[config.mk]
export PLATFORM = sky130hd
export DESIGN_NAME = dag_edge_table_cycle_guard_core
export DESIGN_NICKNAME = d
export VERILOG_FILES = /design/src/hw/rtl/dagc_pkg.sv /design/src/hw/rtl/dagc_ram.sv /design/src/hw/rtl/dagc_datapath.sv /design/src/hw/rtl/dagc_ctrl.sv /design/src/hw/rtl/dag_edge_table_cycle_guard_core.sv
export SDC_FILE = /design/constraint.sdc
export NUM_CORES = 1
export LEC_CHECK = 0
export BUFFER_PORTS_ARGS = -buffer_cell sky130_fd_sc_hd__buf_2
export CAP_MARGIN = 10
export CELL_PAD_IN_SITES_DETAIL_PLACEMENT = 0
export CELL_PAD_IN_SITES_GLOBAL_PLACEMENT = 2
export CORE_ASPECT_RATIO = 0.7
export CORE_UTILIZATION = 50
export CTS_CLUSTER_DIAMETER = 200
export DETAILED_ROUTE_END_ITERATION = 8
export PLACE_DENSITY_LB_ADDON = 0.1
export SYNTH_ARGS = -nofsm -noshare
export SYNTH_HDL_FRONTEND = slang
export SYNTH_SLANG_ARGS = --single-unit
[constraint.sdc]
create_clock -name clk -period 6.95 [get_ports clk]
set_input_delay 1.7375 -clock clk [delete_from_list [all_inputs] [get_ports clk]]
set_output_delay 1.7375 -clock clk [all_outputs]
set_load 0.005 [all_outputs]
[src/hw/rtl/dagc_pkg.sv]
// shared types and constants for the dag edge table cycle guard
// depends on nothing; used by every other file of the block but dagc_ram
package dagc_pkg;

  localparam int MAX_NODES_DEF = 16;
  localparam int TAG_W         = 16;
  localparam int FUNC_W        = 3;
  localparam int STATUS_W      = 2;
  localparam int SLOT_W        = 4;

  localparam logic [STATUS_W-1:0] ST_OK   = 2'd0;
  localparam logic [STATUS_W-1:0] ST_BAD  = 2'd1;
  localparam logic [STATUS_W-1:0] ST_FULL = 2'd2;

  typedef enum logic [FUNC_W-1:0] {
    FN_ADD     = 3'd0,
    FN_DEL     = 3'd1,
    FN_HAS     = 3'd2,
    FN_SINK    = 3'd3,
    FN_CAN     = 3'd4,
    FN_CONNECT = 3'd5
  } func_t;

  typedef struct packed {
    logic [FUNC_W-1:0] func;
    logic [TAG_W-1:0]  node_tag_in;
    logic [TAG_W-1:0]  sink_tag_in;
  } in_item_t;

  typedef struct packed {
    logic [STATUS_W-1:0] status;
    logic                answer;
    logic [SLOT_W-1:0]   slot_index;
  } out_item_t;

  // controller to datapath
  typedef enum logic [3:0] {
    CMD_NONE,
    CMD_LOAD,
    CMD_SCAN,
    CMD_EXEC,
    CMD_SINK,
    CMD_REACH,
    CMD_CONNW,
    CMD_DEL,
    CMD_POST
  } dp_cmd_t;

  // datapath to controller
  typedef struct packed {
    logic [FUNC_W-1:0] func;
    logic              a_found;
    logic              conn_ok;
    logic              scan_done;
    logic              reach_done;
    logic              hit;
    logic              del_done;
  } dp_stat_t;

endpackage

[src/hw/rtl/dagc_ram.sv]
// generic single write port ram with one registered read port
// depends on nothing
module dagc_ram #(
  parameter int WIDTH = 16,
  parameter int DEPTH = 16
) (
  input  logic                     clk,
  input  logic                     we,
  input  logic [$clog2(DEPTH)-1:0] waddr,
  input  logic [WIDTH-1:0]         wdata,
  input  logic [$clog2(DEPTH)-1:0] raddr,
  output logic [WIDTH-1:0]         rdata
);

  logic [WIDTH-1:0] mem [DEPTH];

  always_ff @(posedge clk) begin
    if (we) begin
      mem[waddr] <= wdata;
    end
    rdata <= mem[raddr];
  end

endmodule

[src/hw/rtl/dagc_datapath.sv]
// datapath: tag store, adjacency rows, tag search, reachability mask, delete sweep
// depends on dagc_pkg and dagc_ram
module dagc_datapath #(
  parameter int MAX_NODES = dagc_pkg::MAX_NODES_DEF
) (
  input  logic                 clk,
  input  logic                 rst_n,
  input  dagc_pkg::dp_cmd_t    cmd,
  input  dagc_pkg::in_item_t   in_data,
  output dagc_pkg::dp_stat_t   stat,
  output dagc_pkg::out_item_t  out_data
);
  import dagc_pkg::*;

  localparam int IW = $clog2(MAX_NODES);
  localparam int CW = $clog2(MAX_NODES + 1);

  typedef logic [MAX_NODES-1:0] row_t;

  logic [FUNC_W-1:0] func_r;
  logic [TAG_W-1:0]  ntag_r;
  logic [TAG_W-1:0]  stag_r;
  logic [CW-1:0]     count_r;
  logic [CW-1:0]     scan_addr_r;
  logic              scan_pend_r;
  logic [IW-1:0]     scan_pidx_r;
  logic              a_found_r;
  logic [IW-1:0]     a_slot_r;
  logic              b_found_r;
  logic [IW-1:0]     b_slot_r;
  row_t              mask_r;
  row_t              done_r;
  logic              reach_pend_r;
  logic [CW-1:0]     del_i_r;
  logic              del_wpend_r;
  logic [IW-1:0]     del_widx_r;
  out_item_t         res_r;
  out_item_t         out_r;

  logic [IW-1:0]    raddr;
  logic [IW-1:0]    waddr;
  logic             tag_we;
  logic             edge_we;
  logic [TAG_W-1:0] tag_wdata;
  row_t             edge_wdata;
  logic [TAG_W-1:0] tag_rdata;
  row_t             edge_rdata;

  row_t          valid_row;
  row_t          low_mask;
  row_t          mask_eff;
  row_t          pending;
  row_t          pick;
  row_t          b_bit;
  row_t          drop_row;
  logic [IW-1:0] pick_idx;
  logic          reach_done;
  logic          hit;
  logic          full;
  logic          conn_ok;
  logic [CW-1:0] count_last;
  logic          del_more;
  logic          del_done;
  logic [IW-1:0] del_src;

  function automatic logic [SLOT_W-1:0] to_slot(input logic [IW-1:0] idx);
    logic [IW+SLOT_W-1:0] w;
    w = (IW + SLOT_W)'(idx);
    return w[SLOT_W-1:0];
  endfunction

  dagc_ram #(.WIDTH(TAG_W), .DEPTH(MAX_NODES)) u_tag_ram (
    .clk   (clk),
    .we    (tag_we),
    .waddr (waddr),
    .wdata (tag_wdata),
    .raddr (raddr),
    .rdata (tag_rdata)
  );

  dagc_ram #(.WIDTH(MAX_NODES), .DEPTH(MAX_NODES)) u_edge_ram (
    .clk   (clk),
    .we    (edge_we),
    .waddr (waddr),
    .wdata (edge_wdata),
    .raddr (raddr),
    .rdata (edge_rdata)
  );

  always_comb begin
    for (int i = 0; i < MAX_NODES; i++) begin
      valid_row[i] = (32'(i) < 32'(count_r));
      low_mask[i]  = (32'(i) < 32'(a_slot_r));
    end
  end

  // one expansion per cycle: merge the row that came back, pick the next unexpanded node
  assign mask_eff   = mask_r | (reach_pend_r ? edge_rdata : '0);
  assign pending    = mask_eff & ~done_r & valid_row;
  assign pick       = pending & (~pending + row_t'(1));
  assign reach_done = (pending == '0);
  assign hit        = mask_eff[a_slot_r];

  always_comb begin
    pick_idx = '0;
    for (int i = 0; i < MAX_NODES; i++) begin
      if (pick[i]) begin
        pick_idx = pick_idx | IW'(i);
      end
    end
  end

  assign b_bit    = row_t'(1) << b_slot_r;
  assign drop_row = (edge_rdata & low_mask) | ((edge_rdata >> 1) & ~low_mask);
  assign full     = (count_r == CW'(MAX_NODES));
  assign conn_ok  = (ntag_r != stag_r) && a_found_r && b_found_r;

  // delete sweep: slot i takes slot i below the victim, slot i+1 above it
  assign count_last = count_r - CW'(1);
  assign del_more   = (del_i_r < count_last);
  assign del_done   = !del_more && !del_wpend_r;
  assign del_src    = (del_i_r < CW'(a_slot_r)) ? del_i_r[IW-1:0]
                                                : IW'(del_i_r[IW-1:0] + IW'(1));

  always_comb begin
    raddr      = scan_addr_r[IW-1:0];
    waddr      = count_r[IW-1:0];
    tag_we     = 1'b0;
    edge_we    = 1'b0;
    tag_wdata  = ntag_r;
    edge_wdata = '0;
    unique case (cmd)
      CMD_SCAN: raddr = scan_addr_r[IW-1:0];
      CMD_EXEC: begin
        raddr = a_slot_r;
        if (func_r == FN_ADD && !a_found_r && !full) begin
          tag_we  = 1'b1;
          edge_we = 1'b1;
        end
      end
      CMD_REACH: raddr = reach_done ? a_slot_r : pick_idx;
      CMD_CONNW: begin
        edge_we    = 1'b1;
        waddr      = a_slot_r;
        edge_wdata = edge_rdata | b_bit;
      end
      CMD_DEL: begin
        raddr = del_src;
        if (del_wpend_r) begin
          tag_we     = 1'b1;
          edge_we    = 1'b1;
          waddr      = del_widx_r;
          tag_wdata  = tag_rdata;
          edge_wdata = drop_row;
        end
      end
      default: ;
    endcase
  end

  always_ff @(posedge clk) begin
    if (!rst_n) begin
      count_r      <= '0;
      scan_pend_r  <= 1'b0;
      reach_pend_r <= 1'b0;
      del_wpend_r  <= 1'b0;
    end else begin
      unique case (cmd)
        CMD_LOAD: begin
          func_r      <= in_data.func;
          ntag_r      <= in_data.node_tag_in;
          stag_r      <= in_data.sink_tag_in;
          scan_addr_r <= '0;
          scan_pend_r <= 1'b0;
          a_found_r   <= 1'b0;
          b_found_r   <= 1'b0;
          a_slot_r    <= '0;
          b_slot_r    <= '0;
        end
        CMD_SCAN: begin
          if (scan_pend_r) begin
            if (tag_rdata == ntag_r && !a_found_r) begin
              a_found_r <= 1'b1;
              a_slot_r  <= scan_pidx_r;
            end
            if (tag_rdata == stag_r && !b_found_r) begin
              b_found_r <= 1'b1;
              b_slot_r  <= scan_pidx_r;
            end
          end
          if (scan_addr_r < count_r) begin
            scan_pend_r <= 1'b1;
            scan_pidx_r <= scan_addr_r[IW-1:0];
            scan_addr_r <= scan_addr_r + CW'(1);
          end else begin
            scan_pend_r <= 1'b0;
          end
        end
        CMD_EXEC: begin
          res_r.status     <= ST_OK;
          res_r.answer     <= 1'b0;
          res_r.slot_index <= '0;
          unique case (func_r)
            FN_ADD: begin
              if (a_found_r) begin
                res_r.status <= ST_BAD;
              end else if (full) begin
                res_r.status <= ST_FULL;
              end else begin
                count_r          <= count_r + CW'(1);
                res_r.slot_index <= to_slot(count_r[IW-1:0]);
              end
            end
            FN_DEL: begin
              if (!a_found_r) begin
                res_r.status <= ST_BAD;
              end else begin
                res_r.slot_index <= to_slot(a_slot_r);
                del_i_r          <= '0;
                del_wpend_r      <= 1'b0;
              end
            end
            FN_HAS: begin
              if (a_found_r) begin
                res_r.answer     <= 1'b1;
                res_r.slot_index <= to_slot(a_slot_r);
              end
            end
            FN_SINK: begin
              if (a_found_r) begin
                res_r.slot_index <= to_slot(a_slot_r);
              end
            end
            FN_CAN, FN_CONNECT: begin
              if (a_found_r) begin
                res_r.slot_index <= to_slot(a_slot_r);
              end
              if (conn_ok) begin
                mask_r       <= b_bit;
                done_r       <= '0;
                reach_pend_r <= 1'b0;
              end else if (func_r == FN_CONNECT) begin
                res_r.status <= ST_BAD;
              end
            end
            default: res_r.status <= ST_BAD;
          endcase
        end
        CMD_SINK: res_r.answer <= (edge_rdata == '0);
        CMD_REACH: begin
          mask_r <= mask_eff;
          if (!reach_done) begin
            done_r       <= done_r | pick;
            reach_pend_r <= 1'b1;
          end else begin
            reach_pend_r <= 1'b0;
            if (func_r == FN_CAN) begin
              res_r.answer <= !hit;
            end else if (hit) begin
              res_r.status <= ST_BAD;
            end
          end
        end
        CMD_DEL: begin
          if (del_more) begin
            del_wpend_r <= 1'b1;
            del_widx_r  <= del_i_r[IW-1:0];
            del_i_r     <= del_i_r + CW'(1);
          end else begin
            del_wpend_r <= 1'b0;
            if (!del_wpend_r) begin
              count_r <= count_last;
            end
          end
        end
        CMD_POST: out_r <= res_r;
        default: ;
      endcase
    end
  end

  assign stat.func       = func_r;
  assign stat.a_found    = a_found_r;
  assign stat.conn_ok    = conn_ok;
  assign stat.scan_done  = (scan_addr_r == count_r) && !scan_pend_r;
  assign stat.reach_done = reach_done;
  assign stat.hit        = hit;
  assign stat.del_done   = del_done;

  assign out_data = out_r;

endmodule

[src/hw/rtl/dagc_ctrl.sv]
// controller: sequences search, execute, sink read, reachability, connect write, delete sweep and result hand-off
// depends on dagc_pkg
module dagc_ctrl (
  input  logic               clk,
  input  logic               rst_n,
  input  logic               in_valid,
  output logic               in_ready,
  output logic               out_valid,
  input  logic               out_ready,
  input  dagc_pkg::dp_stat_t stat,
  output dagc_pkg::dp_cmd_t  cmd
);
  import dagc_pkg::*;

  typedef enum logic [2:0] {
    S_IDLE,
    S_SCAN,
    S_EXEC,
    S_SINK,
    S_REACH,
    S_CONNW,
    S_DEL,
    S_POST
  } state_t;

  state_t state_r;
  state_t state_nxt;
  logic   out_valid_r;
  logic   out_valid_nxt;
  logic   load;

  always_comb begin
    state_nxt = state_r;
    cmd       = CMD_NONE;
    load      = 1'b0;
    unique case (state_r)
      S_IDLE: begin
        if (in_valid) begin
          cmd       = CMD_LOAD;
          state_nxt = S_SCAN;
        end
      end
      S_SCAN: begin
        cmd = CMD_SCAN;
        if (stat.scan_done) begin
          state_nxt = S_EXEC;
        end
      end
      S_EXEC: begin
        cmd = CMD_EXEC;
        unique case (stat.func)
          FN_DEL:             state_nxt = stat.a_found ? S_DEL : S_POST;
          FN_SINK:            state_nxt = stat.a_found ? S_SINK : S_POST;
          FN_CAN, FN_CONNECT: state_nxt = stat.conn_ok ? S_REACH : S_POST;
          default:            state_nxt = S_POST;
        endcase
      end
      S_SINK: begin
        cmd       = CMD_SINK;
        state_nxt = S_POST;
      end
      S_REACH: begin
        cmd = CMD_REACH;
        if (stat.reach_done) begin
          state_nxt = (stat.func == FN_CONNECT && !stat.hit) ? S_CONNW : S_POST;
        end
      end
      S_CONNW: begin
        cmd       = CMD_CONNW;
        state_nxt = S_POST;
      end
      S_DEL: begin
        cmd = CMD_DEL;
        if (stat.del_done) begin
          state_nxt = S_POST;
        end
      end
      S_POST: begin
        // wait for the output register to free up
        if (!out_valid_r || out_ready) begin
          cmd       = CMD_POST;
          load      = 1'b1;
          state_nxt = S_IDLE;
        end
      end
      default: state_nxt = S_IDLE;
    endcase
    out_valid_nxt = load || (out_valid_r && !out_ready);
  end

  always_ff @(posedge clk) begin
    if (!rst_n) begin
      state_r     <= S_IDLE;
      out_valid_r <= 1'b0;
    end else begin
      state_r     <= state_nxt;
      out_valid_r <= out_valid_nxt;
    end
  end

  assign in_ready  = (state_r == S_IDLE);
  assign out_valid = out_valid_r;

endmodule

[src/hw/rtl/dag_edge_table_cycle_guard_core.sv]
// top level of the dag edge table cycle guard: controller plus datapath
// depends on dagc_pkg, dagc_ctrl, dagc_datapath (and dagc_ram below it)
//
//   channel  ports                          payload
//   input    in_valid / in_ready / in_data  func, node_tag_in, sink_tag_in
//   result   out_valid/out_ready/out_data   status, answer, slot_index
//
// one transaction at a time; add and has node run the tag search and then execute,
// is sink adds one row read, delete adds a row sweep, and can connect / connect
// do the tag search plus one row read per reached node; the rams' single read port
// serializes these reads.
// rst_n is synchronous; after reset the graph is empty with no clearing pass.
// a result waiting on out_ready does not block the next input transaction;
// only the hand-off of the following result waits for the output register.
module dag_edge_table_cycle_guard_core #(
  parameter int MAX_NODES = dagc_pkg::MAX_NODES_DEF
) (
  input  logic                clk,
  input  logic                rst_n,
  input  logic                in_valid,
  output logic                in_ready,
  input  dagc_pkg::in_item_t  in_data,
  output logic                out_valid,
  input  logic                out_ready,
  output dagc_pkg::out_item_t out_data
);
  import dagc_pkg::*;

  dp_cmd_t  cmd;
  dp_stat_t stat;

  dagc_ctrl u_ctrl (
    .clk       (clk),
    .rst_n     (rst_n),
    .in_valid  (in_valid),
    .in_ready  (in_ready),
    .out_valid (out_valid),
    .out_ready (out_ready),
    .stat      (stat),
    .cmd       (cmd)
  );

  dagc_datapath #(.MAX_NODES(MAX_NODES)) u_datapath (
    .clk      (clk),
    .rst_n    (rst_n),
    .cmd      (cmd),
    .in_data  (in_data),
    .stat     (stat),
    .out_data (out_data)
  );

endmodule
After elaboration in Yosys (flattened, before gate mapping)

Memory sizes are Yosys's and may differ from the RTL's. A register that Yosys moved wholly into a read port is not among the register bits.
Cells that the tools add are included.
W data, S select, Z words.

Memories kept: 2
RAM bits: 512
Bits in registers: 121
Latch bits: 0
Output and inout port bits: 9
ROM bits: 0
Input bits: 39
Word-level logic and storage cells: 290

Shift-type cells: 1
Mux-type cells: 110
$lt $le $gt $ge: 35
Reductions and logical operators: 50
Divide/modulo/power cells: 0
Equality and inequality tests: 49
Bitwise logic cells: 12
Add/sub/neg operators: 6
Multipliers: 0

Memory list:

| name                      | words | width | read ports | clocked after Yosys merged registers in | write ports | RTL line       | RTL |
|---|---|---|---|---|---|---|---|
| u_datapath.u_edge_ram.mem | 16    | 16    | 1          | 1                                       | 1           | dagc_ram.sv:15 | `logic [WIDTH-1:0] mem [DEPTH];` |
| u_datapath.u_tag_ram.mem  | 16    | 16    | 1          | 1                                       | 1           | dagc_ram.sv:15 |  |

Operator list:

| cell                    | count |
|---|---|
| $mux W16                | 9 |
| $pmux W16 S2            | 3 |
| $mux W4                 | 19 |
| $or A16 B16 Y16         | 4 |
| $mux W5                 | 10 |
| $and A16 B16 Y16        | 3 |
| $lt A4 B5 Y1 const A    | 8 |
| $mux W3                 | 11 |
| $eq A16 B16 Y1          | 2 |
| $logic_not A16 Y1       | 2 |
| $not A16 Y16            | 2 |
| $pmux W4 S8             | 1 |
| $pmux W5 S2             | 3 |
| $lt A4 B4 Y1 const A    | 7 |
| $mux W1                 | 28 |
| $ne A2 B1 Y1 const B    | 13 |
| $pmux W4 S2             | 3 |
| $pmux W4 S3             | 2 |
| $ne A2 B2 Y1 const B    | 11 |
| $pmux W3 S7             | 1 |
| $lt A3 B5 Y1 const A    | 4 |
| $reduce_and A5 Y1       | 4 |
| $eq A3 B3 Y1 const B    | 6 |
| $add A16 B1 Y16 const B | 1 |
| 43 further kinds        | 106 |

Longest topological paths before layout

Word-level depth: 24
Depth in mapped cells: 16

Hierarchy

A second synthesis with hierarchy kept.

Cell total of the unflattened synthesis: 1682
Area total of the unflattened synthesis: 27846.7 um2

Modules (own cells, without submodules):

| module                            | sequential area each (um2) | area each (um2) | cells each | times used |
|---|---|---|---|---|
| dagc_ram at u_datapath.u_edge_ram | 8007.7                     | 10043.4         | 432        | 1 |
| dagc_ram at u_datapath.u_tag_ram  | 8007.7                     | 10042.1         | 432        | 1 |
| dagc_datapath                     | 3433.3                     | 7430.9          | 776        | 1 |
| dagc_ctrl                         | 80.1                       | 330.3           | 42         | 1 |

Least setup slack after synthesis

No wires, ideal clock.

Path type: input -> register
Start: input port rst_n
End: register u_datapath.done_r[0], enable pin
Arrival: 3.680 ns
Path slack: 2.896 ns
Stages on the path: 3
Setup time: 0.375 ns
Data required time: 6.575 ns
Cells stage by stage: inv_1 > nor3_1 > o31a_1

Longest elaborated chain between the ends: 1

RTL lines:

| element                     | RTL line                              | RTL |
|---|---|---|
| start, declared             | dag_edge_table_cycle_guard_core.sv:19 | `input logic rst_n,` |
| $reduce_and A5 Y1 (no line) | --                                    |  |
| end signal, assigned        | dagc_datapath.sv:253                  | `done_r <= done_r \| pick;` |
| end, declared               | dagc_datapath.sv:32                   | `row_t done_r;` |

No other way between the ends.
A chain may end at the register's enable or synchronous reset.

Worst setup path in the final report

Start: register u_datapath.count_r[1]
End: register u_datapath.u_edge_ram.rdata[9], read port of u_datapath.u_edge_ram.mem

Longest elaborated chain between the ends: 22
Elaborated cells on any way between the ends: 38
Those cells by class: 1 x add/sub; 16 x order compare; 17 x mux; 3 x bitwise; 1 x reduce/logical

RTL lines:

| element                | RTL line             | RTL |
|---|---|---|
| start, declared        | dagc_datapath.sv:23  | `logic [CW-1:0] count_r;` |
| start signal, assigned | dagc_datapath.sv:210 | `count_r <= count_r + CW'(1);` |
| start signal, assigned | dagc_datapath.sv:272 | `count_r <= count_last;` |
| $lt A1 B5 Y1           | dagc_datapath.sv:92  | `valid_row[i] = (32'(i) < 32'(count_r));` |
| $and A16 B16 Y16 (*)   | dagc_datapath.sv:99  | `assign pending = mask_eff & ~done_r & valid_row;` |
| $not A16 Y16           | dagc_datapath.sv:100 | `assign pick = pending & (~pending + row_t'(1));` |
| $add A16 B1 Y16        | dagc_datapath.sv:100 |  |
| $and A16 B16 Y16       | dagc_datapath.sv:100 |  |
| $mux W1                | dagc_datapath.sv:107 | `if (pick[i]) begin` |
| $mux W2 (2 in series)  | dagc_datapath.sv:107 |  |
| $mux W3 (4 in series)  | dagc_datapath.sv:107 |  |
| $mux W4 (8 in series)  | dagc_datapath.sv:107 |  |
| $mux W4 (*)            | dagc_datapath.sv:141 | `CMD_REACH: raddr = reach_done ? a_slot_r : pick_idx;` |
| $pmux W4 S3 (*)        | dagc_datapath.sv:132 | `unique case (cmd)` |
| end, declared          | dagc_ram.sv:12       | `output logic [WIDTH-1:0] rdata` |

Every way passes the cells marked *; elsewhere a longest branch is shown, timed or not.

==> results.yml <==
cts:
  insertion_delay_ns: 0.61
  cts_buffer_depth: 3
  cts_max_level: 3
  ctsHoldBuffers: 0
  clock_sinks: 665
  root_buffer: "clkbuf_16"
  cts_resized: 0
  cts_setup_buffers: 0
  numCtsBuffers: 66
  cts_tree: "done"
  clkSlewWorstSetupHoldPaths_ns: 0.06
sta:
  tns_ns: 0
  maxSlewHeadroom: 0.1506
  rsz0062_at_grt: "false"
  min_period_over_period: 0.7584
  period_needed_ns: 5.271
  hold_viol: 0
  clock-skew-final_ns: 0.02824
  drv_slew: 0
  setup_viol: 0
  tightest_slew_ns: 1.274
  fmax_mhz: 189.7
grt:
  antenna_found_initial: 0
  globalRouteOverflowTotal: 0
  top_usage_layer: "met2"
  grt_pass1_vias: 16888
  grt_use_total: 0.2581
  grt_start_max_net_pins: 110
  met3_usage: 0.04989
  grt_pass1_wl_um: 110300
  grtUsageMet1: 0.3778
  gr-usage-met2: 0.3888
synth:
  synth_top_area_share: 0.6498
  synth_top_area_cell: "edfxtp_1"
  ys.flop_type: "edfxtp_1"
  synth-simple-area-share: 0.07325
  seq_area_frac_synth: 0.6805
  synthesis.area_mm2: 0.02870
  syn_nets: 1992
  postSynthAreaPerCell_um2: 14.83
  synth.top_cells.by_area: "edfxtp_1 65%, mux2_2 5.9%, dfxtp_1 3.1%"
  synth_cell_types: 87
  synth_adder_area_share: 0.007848
  synth_warnings: 0
  async_flop_share: 0
  synth_edf_count: 621
  synth_top_family_by_area: "compound AO/OA/AOI/OAI gates"
  synth_compound_area_frac: 0.1034
  postSynthCellCount: 1935
  synth_xor_area_frac: 0.01984
  muxShareOfSynthArea: 0.09239
  ys_ff_latch: 665
worst_hold_path:
  hp-class: "reg2reg"
  worstHoldStart: "u_datapath.res_r[0]$_DFFE_PP_"
  min_to: "u_datapath.out_data[0]$_DFFE_PP_"
  min_path_cells: 0
worst_setup_path:
  critical_path_class: "reg2reg"
  crit_path_max_incr_delay_ns: 0.83
  slowest_stage: "a311oi_2"
  reg2reg_from: "u_datapath.count_r[1]$_SDFFE_PN0P_"
  path_buf_inv: 1
  worstPathArrival_ns: 5.73
  r2r_end: "u_datapath.u_edge_ram.rdata[9]$_DFF_P_"
  path_cells: "inv_1 > ha_1 > nor4b_2 > o32ai_2 > a22oi_4 > nand3_4 > o31ai_1 > a311oi_2 > a21boi_1 > nand2_2 > o22ai_1 > a211oi_2"
  crit_required_ns: 7.41
  crit_family: "compound AO/OA/AOI/OAI gates"
  r2r_cells: 12
  crit_path_start_kind: "flop"
  reg2reg_slack_ns: 1.68
  cp-end-kind: "flop"
  cp_max_fo: 32
cells_and_area:
  fill_cells: 4509
  drive_above_1_share: 0.2179
  most-common-layout-cells: "621 x edfxtp_1, 150 x mux2_2, 115 x nand2_1, 73 x nor2_1, 68 x clkbuf_16"
  finalNonFillerCells: 2793
  syn2layout_area_growth_pct: 11.43
  nNetsFinal: 2049
  layout_commonest_cell: "edfxtp_1"
drt:
  initialDrtViolationCount: 1421
  vias_per_cell: 6.081
  drtPass1Iterations: 5
  wl_per_cell_um: 26.58
  drc: 0
  wl_um: 74250
  ant_nets: 0
  num_vias: 16985
floorplanning:
  top_level_ports: 48
  rows: 73
  die_x_um: 288.3
  initial_utilization: 0.5059
  fp.coreArea_mm2: 0.05672
  die-area_mm2: 0.05837
  die_y_um: 202.4
job:
  drv_cap: 0
outcome:
  run_status: "finished clean"
pwr:
  ir_drop_uv: 239.6
  leakage_uw: 0.01045
  finalPower_uw: 10760
  powerDensity_mw_per_mm2: 336.6
place:
  hpwl_um: 45910
  io_buffer_count: 47
  dp.cells: 2673
  place.gp.congestion: 0.8707
[through the flow]
step / hold WS (ns) / utilization / setup WS (ns) / instance area, um^2
floorplan: 0.4003 / - / 2.896 / 28700
global placement: 0.4043 / 0.5257 / 1.871 / 29820
detailed placement: 0.4045 / 0.5263 / 1.852 / 29850
CTS: 0.4181 / 0.5636 / 1.801 / 31970
global route: 0.4239 / 0.5637 / 1.542 / 31970
finish: 0.4182 / 0.5637 / 1.679 / 31980
[sequential cells by signal, summed over array words and instances (netlist names), 7 cells and up]
name / count
u_datapath.done_r: 16
u_datapath.mask_r: 16
u_datapath.ntag_r: 16
u_datapath.out_data: 7
u_datapath.res_r: 7
u_datapath.stag_r: 16
u_datapath.u_edge_ram.mem: 256
u_datapath.u_edge_ram.rdata: 16
u_datapath.u_tag_ram.mem: 256
u_datapath.u_tag_ram.rdata: 16
[power breakdown]
group          leakage (uW)  internal, uW  switching [uW]  total [uW]
Combinational       0.00360           937            1410        2350
Sequential          0.00581          4580             330        4910
Clock               0.00104          2020            1490        3510
[cell type report]
| cell class | count | area (um^2) | area share |
|---|---|---|---|
| flip-flops and latches | 665 | 19530 | 0.6107 |
| multi-input cells | 1133 | 8641 | 0.2702 |
| clock buffers | 100 | 1942 | 0.06073 |
| well taps | 750 | 938.4 | 0.02935 |
| repair buffers | 101 | 655.6 | 0.02050 |
| clock inverters | 18 | 173.9 | 0.005439 |
| inverters | 25 | 93.84 | 0.002935 |
| diodes | 1 | 2.502 | 0.00007826 |
[cells in the mapped netlist (all sizes together), types with 5 or more instances]
cell type and n:
nand2 118, a221oi 34, nand4 16, dfxtp 44
edfxtp 621, buf 51, mux2 195, o22ai 67
a22oi 7, nor4 23, mux2i 41, or2 6
a31oi 7, xnor2 18, inv 23, nor2 106
nor2b 13, or3 5, and3 48, ha 18
nand2b 7, nor3 19, nand3 38, clkbuf 61
a21oi 64, a211o 32, o21ai 54, a211oi 74
o211ai 7, xor2 47
[worst max path at each step]
| stage | depth (start not counted) | end | start |
|---|---|---|---|
| CTS | 11 | u_datapath.u_tag_ram.rdata[12]$_DFF_P_ | u_datapath.count_r[0]$_SDFFE_PN0P_ |
| detailed placement | 11 | u_datapath.u_tag_ram.rdata[12]$_DFF_P_ | u_datapath.count_r[0]$_SDFFE_PN0P_ |
| global route | 11 | u_datapath.u_tag_ram.rdata[12]$_DFF_P_ | u_datapath.count_r[0]$_SDFFE_PN0P_ |
| finish | 12 | u_datapath.u_edge_ram.rdata[9]$_DFF_P_ | u_datapath.count_r[1]$_SDFFE_PN0P_ |
| floorplan | 3 | u_datapath.done_r[0]$_SDFFCE_PN0P_ | rst_n |
| global placement | 11 | u_datapath.u_tag_ram.rdata[12]$_DFF_P_ | u_datapath.count_r[0]$_SDFFE_PN0P_ |
[routing by layer]
layer	share of wire	vias to the layer above	wire, um
met5	0	-	0
met2	0.45	502	33660
met3	0.060	122	4430
met4	0.028	0	2055
met1	0.46	8641	34100
li1	-	7720	-
[logic make-up (layout without fill, tap and decap cells)]
kind of cell	Yosys count	in the layout
flip-flops	665	665
multiplexers	238	238
AO/OA/AOI/OAI	394	394
other	0	1
XOR/XNOR	65	65
adder cells (fa/ha/maj)	18	18
buffers and inverters	137	244
AND/OR/NAND/NOR	418	418
No activity file was read; power rests on OpenSTA's default activity.
